## src/design/card_frame_access_matcher_unit_macros.svh

```systemverilog
// Assertion macros shared by the card frame access matcher modules.
// No dependencies; taken in by `include where a module checks itself.
`ifndef CARD_FRAME_ACCESS_MATCHER_UNIT_MACROS_SVH
`define CARD_FRAME_ACCESS_MATCHER_UNIT_MACROS_SVH

// Antecedent and consequent in the same cycle
`define CFAM_ASSERT_NOW(lbl, clk, rst_n, ante, cons, msg) \
    lbl: assert property (@(posedge clk) disable iff (!(rst_n)) (ante) |-> (cons)) \
        else $error(msg);

// Consequent in the cycle after the antecedent
`define CFAM_ASSERT_NXT(lbl, clk, rst_n, ante, cons, msg) \
    lbl: assert property (@(posedge clk) disable iff (!(rst_n)) (ante) |=> (cons)) \
        else $error(msg);

`endif

```

## src/design/cfam_pkg.sv

```systemverilog
// Shared types and constants of the card frame access matcher.
// No dependencies; used by the controller, datapath and top level.
package cfam_pkg;

    localparam int CMD_W       = 2;
    localparam int BYTE_W      = 8;
    localparam int IDX_W       = 9;
    localparam int ID_W        = 40;
    localparam int ENTRY_W     = ID_W + 1;
    localparam int CNT_W       = 4;
    localparam int FB_W        = 5;
    localparam int OUTC_W      = 3;
    localparam int IN_TDATA_W  = 64;
    localparam int OUT_TDATA_W = 56;

    // Request kinds on the input tuser
    localparam logic [CMD_W-1:0] CMD_BYTE  = 2'd0;
    localparam logic [CMD_W-1:0] CMD_WRITE = 2'd1;
    localparam logic [CMD_W-1:0] CMD_EXIT  = 2'd2;

    // Outcome codes on the output tuser
    localparam logic [OUTC_W-1:0] OUT_GRANT    = 3'd0;
    localparam logic [OUTC_W-1:0] OUT_EXIT     = 3'd1;
    localparam logic [OUTC_W-1:0] OUT_ENROLLED = 3'd2;
    localparam logic [OUTC_W-1:0] OUT_DENIED   = 3'd3;
    localparam logic [OUTC_W-1:0] OUT_IGNORED  = 3'd4;
    localparam logic [OUTC_W-1:0] OUT_FULL     = 3'd5;

    localparam logic [BYTE_W-1:0] BYTE_START = 8'd2;
    localparam logic [BYTE_W-1:0] BYTE_END_A = 8'd3;
    localparam logic [BYTE_W-1:0] BYTE_END_B = 8'd255;
    localparam logic [BYTE_W-1:0] CHAR_0     = 8'h30;
    localparam logic [BYTE_W-1:0] CHAR_9     = 8'h39;

    localparam logic [CNT_W-1:0]  ID_DIGITS     = 4'd10;
    localparam logic [CNT_W-1:0]  DIGIT_SAT     = 4'd11;
    localparam logic [FB_W-1:0]   FB_MAX        = 5'd31;
    localparam logic [FB_W-1:0]   MAX_FRAME_RST = 5'd25;

    typedef struct packed {
        logic              load_item;
        logic              byte_step;
        logic              tbl_write;
        logic              scan_start;
        logic              scan_step;
        logic              clr_step;
        logic              enroll_wr;
        logic              res_set;
        logic [OUTC_W-1:0] res_code;
    } t_dp_cmd;

    typedef struct packed {
        logic [CMD_W-1:0] item_cmd;
        logic             frame_end;
        logic             full_len;
        logic             enroll;
        logic             scan_done;
        logic             hit;
        logic             free_found;
        logic             clr_done;
        logic             out_free;
    } t_dp_stat;

endpackage

```

## src/design/cfam_ctrl.sv

```systemverilog
// Controller state machine: request sequencing, table scan control, result issue.
// Depends on cfam_pkg and the assertion macro header.
`include "card_frame_access_matcher_unit_macros.svh"

module cfam_ctrl (
    input  logic                i_clk,
    input  logic                i_rst_n,
    input  logic                i_in_valid,
    output logic                o_in_ready,
    input  cfam_pkg::t_dp_stat  i_dp_stat,
    output cfam_pkg::t_dp_cmd   o_dp_cmd
);

    typedef enum logic [2:0] {
        ST_CLEAR,
        ST_IDLE,
        ST_EXEC,
        ST_ENDCHK,
        ST_SCAN,
        ST_DECIDE,
        ST_RESULT
    } t_state;

    t_state                      r_state;
    logic [cfam_pkg::OUTC_W-1:0] r_code;

    always_comb begin
        o_dp_cmd          = '0;
        o_dp_cmd.res_code = r_code;
        case (r_state)
            ST_CLEAR:  o_dp_cmd.clr_step  = !i_dp_stat.clr_done;
            ST_IDLE:   o_dp_cmd.load_item = i_in_valid;
            ST_EXEC: begin
                o_dp_cmd.byte_step = (i_dp_stat.item_cmd == cfam_pkg::CMD_BYTE);
                o_dp_cmd.tbl_write = (i_dp_stat.item_cmd == cfam_pkg::CMD_WRITE);
            end
            ST_ENDCHK: o_dp_cmd.scan_start = i_dp_stat.frame_end && i_dp_stat.full_len;
            ST_SCAN:   o_dp_cmd.scan_step  = 1'b1;
            ST_DECIDE: o_dp_cmd.enroll_wr  = !i_dp_stat.hit && i_dp_stat.enroll &&
                                             i_dp_stat.free_found;
            ST_RESULT: o_dp_cmd.res_set    = i_dp_stat.out_free;
            default:   o_dp_cmd            = '0;
        endcase
    end

    assign o_in_ready = (r_state == ST_IDLE);

    always_ff @(posedge i_clk) begin
        if (!i_rst_n) begin
            r_state <= ST_CLEAR;
            r_code  <= cfam_pkg::OUT_GRANT;
        end else begin
            case (r_state)
                ST_CLEAR: begin
                    if (i_dp_stat.clr_done) begin
                        r_state <= ST_IDLE;
                    end
                end
                ST_IDLE: begin
                    if (i_in_valid) begin
                        r_state <= ST_EXEC;
                    end
                end
                ST_EXEC: begin
                    case (i_dp_stat.item_cmd)
                        cfam_pkg::CMD_BYTE: r_state <= ST_ENDCHK;
                        cfam_pkg::CMD_EXIT: begin
                            r_code  <= cfam_pkg::OUT_EXIT;
                            r_state <= ST_RESULT;
                        end
                        default:            r_state <= ST_IDLE;
                    endcase
                end
                ST_ENDCHK: begin
                    if (!i_dp_stat.frame_end) begin
                        r_state <= ST_IDLE;
                    end else if (!i_dp_stat.full_len) begin
                        r_code  <= cfam_pkg::OUT_IGNORED;
                        r_state <= ST_RESULT;
                    end else begin
                        r_state <= ST_SCAN;
                    end
                end
                ST_SCAN: begin
                    if (i_dp_stat.scan_done) begin
                        r_state <= ST_DECIDE;
                    end
                end
                ST_DECIDE: begin
                    if (i_dp_stat.hit) begin
                        r_code <= cfam_pkg::OUT_GRANT;
                    end else if (!i_dp_stat.enroll) begin
                        r_code <= cfam_pkg::OUT_DENIED;
                    end else if (i_dp_stat.free_found) begin
                        r_code <= cfam_pkg::OUT_ENROLLED;
                    end else begin
                        r_code <= cfam_pkg::OUT_FULL;
                    end
                    r_state <= ST_RESULT;
                end
                ST_RESULT: begin
                    // hold until the result register has room
                    if (i_dp_stat.out_free) begin
                        r_state <= ST_IDLE;
                    end
                end
                default: r_state <= ST_IDLE;
            endcase
        end
    end

    `CFAM_ASSERT_NXT(a_load_exec, i_clk, i_rst_n, o_dp_cmd.load_item, r_state == ST_EXEC, "accepted request not executed")
    `CFAM_ASSERT_NOW(a_decide_after_scan, i_clk, i_rst_n, r_state == ST_DECIDE, $past(i_dp_stat.scan_done), "decision taken before the scan finished")
    `CFAM_ASSERT_NOW(a_no_accept_busy, i_clk, i_rst_n, o_in_ready, !o_dp_cmd.scan_step && !o_dp_cmd.clr_step, "request taken while the table is busy")

endmodule

```

## config.mk

```make
export PLATFORM = sky130hd
export DESIGN_NAME = cfam_ctrl
export DESIGN_NICKNAME = d
export VERILOG_FILES = /design/src/design/cfam_pkg.sv /design/src/design/cfam_ctrl.sv
export VERILOG_INCLUDE_DIRS = /design/src /design/src/design
export SDC_FILE = /design/constraint.sdc
export NUM_CORES = 1
export LEC_CHECK = 0
export BUFFER_PORTS_ARGS = -buffer_cell sky130_fd_sc_hd__buf_2
export CAP_MARGIN = 30
export CORE_AREA = 3 3 40 42
export CTS_CLUSTER_DIAMETER = 120
export CTS_CLUSTER_SIZE = 14
export DETAILED_ROUTE_END_ITERATION = 10
export DIE_AREA = 0 0 43 45
export PLACE_DENSITY = 0.73
export SLEW_MARGIN = 20
export SYNTH_ARGS = -nofsm -noshare
export SYNTH_HDL_FRONTEND = slang
export SYNTH_SLANG_ARGS = --single-unit
```

## constraint.sdc

```tcl
create_clock -name i_clk -period 2.3 [get_ports i_clk]
set_clock_uncertainty 0.05 [all_clocks]
set_input_delay 0.23 -clock i_clk [delete_from_list [all_inputs] [get_ports i_clk]]
set_output_delay 0.23 -clock i_clk [all_outputs]
set_load 0.03 [all_outputs]
```

### Word-level counts from Yosys, hierarchy flattened

Cells that the tools add are included.

* memory bits (read-only): 0
* register bits after elaboration: 6
* bits in writable memories: 0
* memories kept: 0
* bits in latches: 0
* output and inout port bits: 12
* logic and storage cells: 51
* input bits: 13

* shifts and indexed selects: 0
* reduce and logical (&&, ||, !) cells: 11
* eq/ne operators: 15
* add/subtract/negate cells: 0
* $lt $le $gt $ge: 0
* muxes and demuxes: 23
* divide/modulo/power cells: 0
* bitwise logic cells: 0
* multiply operators: 0

Operator list (number)
* $mux 3: 12
* $pmux 3 s7: 1
* $ne 2x2->1 const B: 7
* $eq 3x3->1 const B: 3
* $pmux 3 s3: 1
* $reduce_and 4->1: 2
* $reduce_or 7->1: 1
* $eq 3x2->1 const B: 2
* $mux 1: 6
* $pmux 3 s2: 1
* $mux 2: 2
* $eq 3x1->1 const B: 1
* $logic_and 1x1->1: 3
* $logic_not 3->1: 1
* $reduce_bool 3->1: 1
* $eq 2x1->1 const B: 1
* $eq 2x2->1 const B: 1
* $logic_not 1->1: 2
* $logic_not 2->1: 1

### Longest topological paths before layout

* depth in word-level cells: 4
* depth in mapped cells: 5
* gate-level depth less buffers: 4

### Worst setup path before layout

OpenSTA, ideal clock, no wires.

* path type: register to output
* start: register r_state[0]
* end: output o_dp_cmd[8] (netlist bit)
* buffers on the path: 1
* data required time: 2.020 ns
* slack: 0.419 ns
* stages on the path, launching flop included: 3
* arrival: 1.601 ns
* cell sequence: dfxtp_1 buf_2 nor4b_1

RTL lines
* start: declaration: line cfam_ctrl.sv:24 `t_state r_state;`
* start signal: assignment: line cfam_ctrl.sv:50 `r_state <= ST_CLEAR;`
* start signal: assignment: line cfam_ctrl.sv:56 `r_state <= ST_IDLE;`
* start signal: assignment: line cfam_ctrl.sv:61 `r_state <= ST_EXEC;`
* end: declaration: line cfam_ctrl.sv:11 `output cfam_pkg::t_dp_cmd o_dp_cmd`

==> metrics.yaml <==
rsz0062_at_grt: "no"
post-place-ws_ps: 575.9
yosysWarnings: 0
drt_wl_total_um: 1350
fmax_mhz: 489.1
dieArea_um2: 1935
dpl_cell_area_um2: 629.4
yosysSeqAreaShare_pct: 23.19
stdcell_area_um2: 651.9
cts_root_buf: "clkbuf_4"
startpoint: "r_state[0]"
internal_power_mw: 0.2658
start_kind: "flop"
pwr-share-clk_pct: 21.1
antenna_cells: 0
yosysUniqueCellTypes: 32
syn_nets: 80
final-max-slew-violation-count: 0
dieWidth_um: 43
first_pass_iters: 2
crit_required_ps: 2020
clk_path_buf_depth: 2
post_cts_buffers: 0
grt_max_degree: 18
fin_ws_ps: 255.5
status: "finished, final reports clean"
synth_top_area_share_pct: 23.19
grt_pass1_vias: 537
wire_per_inst_um: 12.74
grt_remaining_overflow: 0
leakage_nw: 0.3073
synth.most_common_cell: "dfxtp_1"
grt_usage_pct: 15.92
post_cts_resized: 0
avgSynthCellArea_um2: 7.731
syn2layout_area_growth_pct: 25.85
arrival_ps: 1760
cts_tree: "built"
ctsHoldBuffers: 0
cp-end-kind: "primary output"
maxCapViolations: 0
min_period_ps: 2044
synth_edf_count: 0
gp_congestion: 0.7259
seq_power_share_pct: 35.3
die_h_um: 45
timing.rr.end: "r_code[0]"
hp-class: "primary input to flop"
core_area_um2: 1285
routed-via-count: 568
htreeDepth: 1
grt_antenna_before_repair: 0
combPwrFrac_pct: 43.7
timing.slew.headroom_pct: 62.47
clk_pin_slew_worst_paths_ps: 50
rrSetupSlack_ps: 620
place_hpwl_um: 1031
ys_top_cells_by_count: "dfxtp_1 (6), nand2_1 (5), nor2_1 (5), o21ai_1 (5)"
min_period_over_period_pct: 88.89
nets: 106
drt_iter0_markers: 4
postSynthCellCount: 67
synth_flop_cell: "dfxtp_1"
finalHoldViolCount: 0
rr_startpoint: "r_state[0]"
io_buffer_count: 24
initial_utilization_pct: 40.31
p_per_area_nw_per_um2: 751.6
synth_area_um2: 518.0
via_per_inst: 5.358
ys_async_sr_fraction_pct: 0
crit_type: "flop to primary output"
tightest_slew_ps: 562.1
ys_top_cells_by_area: "dfxtp_1 (23%), nor4b_2 (5.8%), and2_1 (4.8%), nand2b_1 (4.8%), o21ai_1 (4.8%)"
drive_gt1_share_pct: 35.16
fin_tns_setup_ps: 0
yosys.area.top_type: "dfxtp_1"
grt_pass1_wl_um: 2277
setup_viol: 0
p_sw_share_pct: 45.75
crit_fanout: 17
cts_sinks: 6
peakVddDrop_uv: 359.6
row_count: 13
ys_ff_latch: 6
crit_end: "o_dp_cmd[4]"
cts_buffers: 3
clock_latency_ps: 260
drc: 0
p_sw_mw: 0.2241
reg2reg_depth: 4
io_pins: 25
antenna_left: 0
finalHoldWorstSlack_ps: 223.6
## per-layer routing
layer	wire (um)	global-route usage [%]	up-vias
met1	579	17.87	263
met4	24	11.45	0
li1	-	-	293
met2	693	26.65	10
met5	0	0	-
met3	52	3.586	2
## worst min-delay path by stage
stage,start,end,slack (ps),depth (start not counted)
floorplan,i_rst_n,r_state[0],310,1
global placement,r_code[1],r_code[1],390,2
detailed placement,r_code[0],r_code[0],400,2
CTS,i_rst_n,r_state[0],220,2
global route,i_rst_n,r_state[0],220,2
finish,i_dp_stat[5],r_code[2],220,3
## metrics by stage
step | utilization (%) | std cells | power (mW)
2_1_floorplan | - | 67 | 0.3357
3_3_place_gp | 48.98 | 103 | 0.3775
3_5_place_dp | 48.98 | 103 | 0.3865
4_1_cts | 50.73 | 106 | 0.4939
5_1_grt | 50.73 | 106 | 0.5312
6_report | 50.73 | 106 | 0.4899
## registers in the layout, summed over array words and instances (netlist names)
register,count
r_code,3
r_state,3
## critical path, stage by stage, from the launching register on
cell	delay (ps)
dfxtp_1	670
nand2b_1	210
nor3b_2	260
and3_1	180
buf_2	190
## area by class of cell
cell class                      instances  area (um^2)
Clock buffer                            3        22.52
Fill cell                             140        633.1
Inverter                                1        3.754
Multi-Input combinational cell         57        366.6
Sequential cell                         6        120.1
Tap cell                               15        18.77
Timing Repair Buffer                   24        120.1
## cells by family (layout without fill, tap and decap cells)
kind of cell | count (synthesis) | in the layout | share of synthesized area [%]
compound gates | 15 | 15 | 18.84
buf+inv | 4 | 28 | 6.037
flops | 6 | 6 | 23.19
mux | 1 | 1 | 1.932
simple gates | 41 | 41 | 50.00
## cell usage in the layout, fill, tap and decap left out, drive strengths merged, types with 3 or more instances in the layout
master  count
nand2b      4
nand2       6
nor2        5
o21ai       7
nor4b       3
and2        4
nor3        4
buf        24
clkbuf      3
dfxtp       6
nor3b       3
## power groups by stage
stage	registers, mW	clock network (mW)	logic (mW)
floorplan	0.138	0	0.198
global placement	0.169	0	0.208
detailed placement	0.173	0	0.214
CTS	0.171	0.108	0.215
global route	0.180	0.118	0.233
finish	0.173	0.103	0.214
Power figures use the tool's default switching activity.
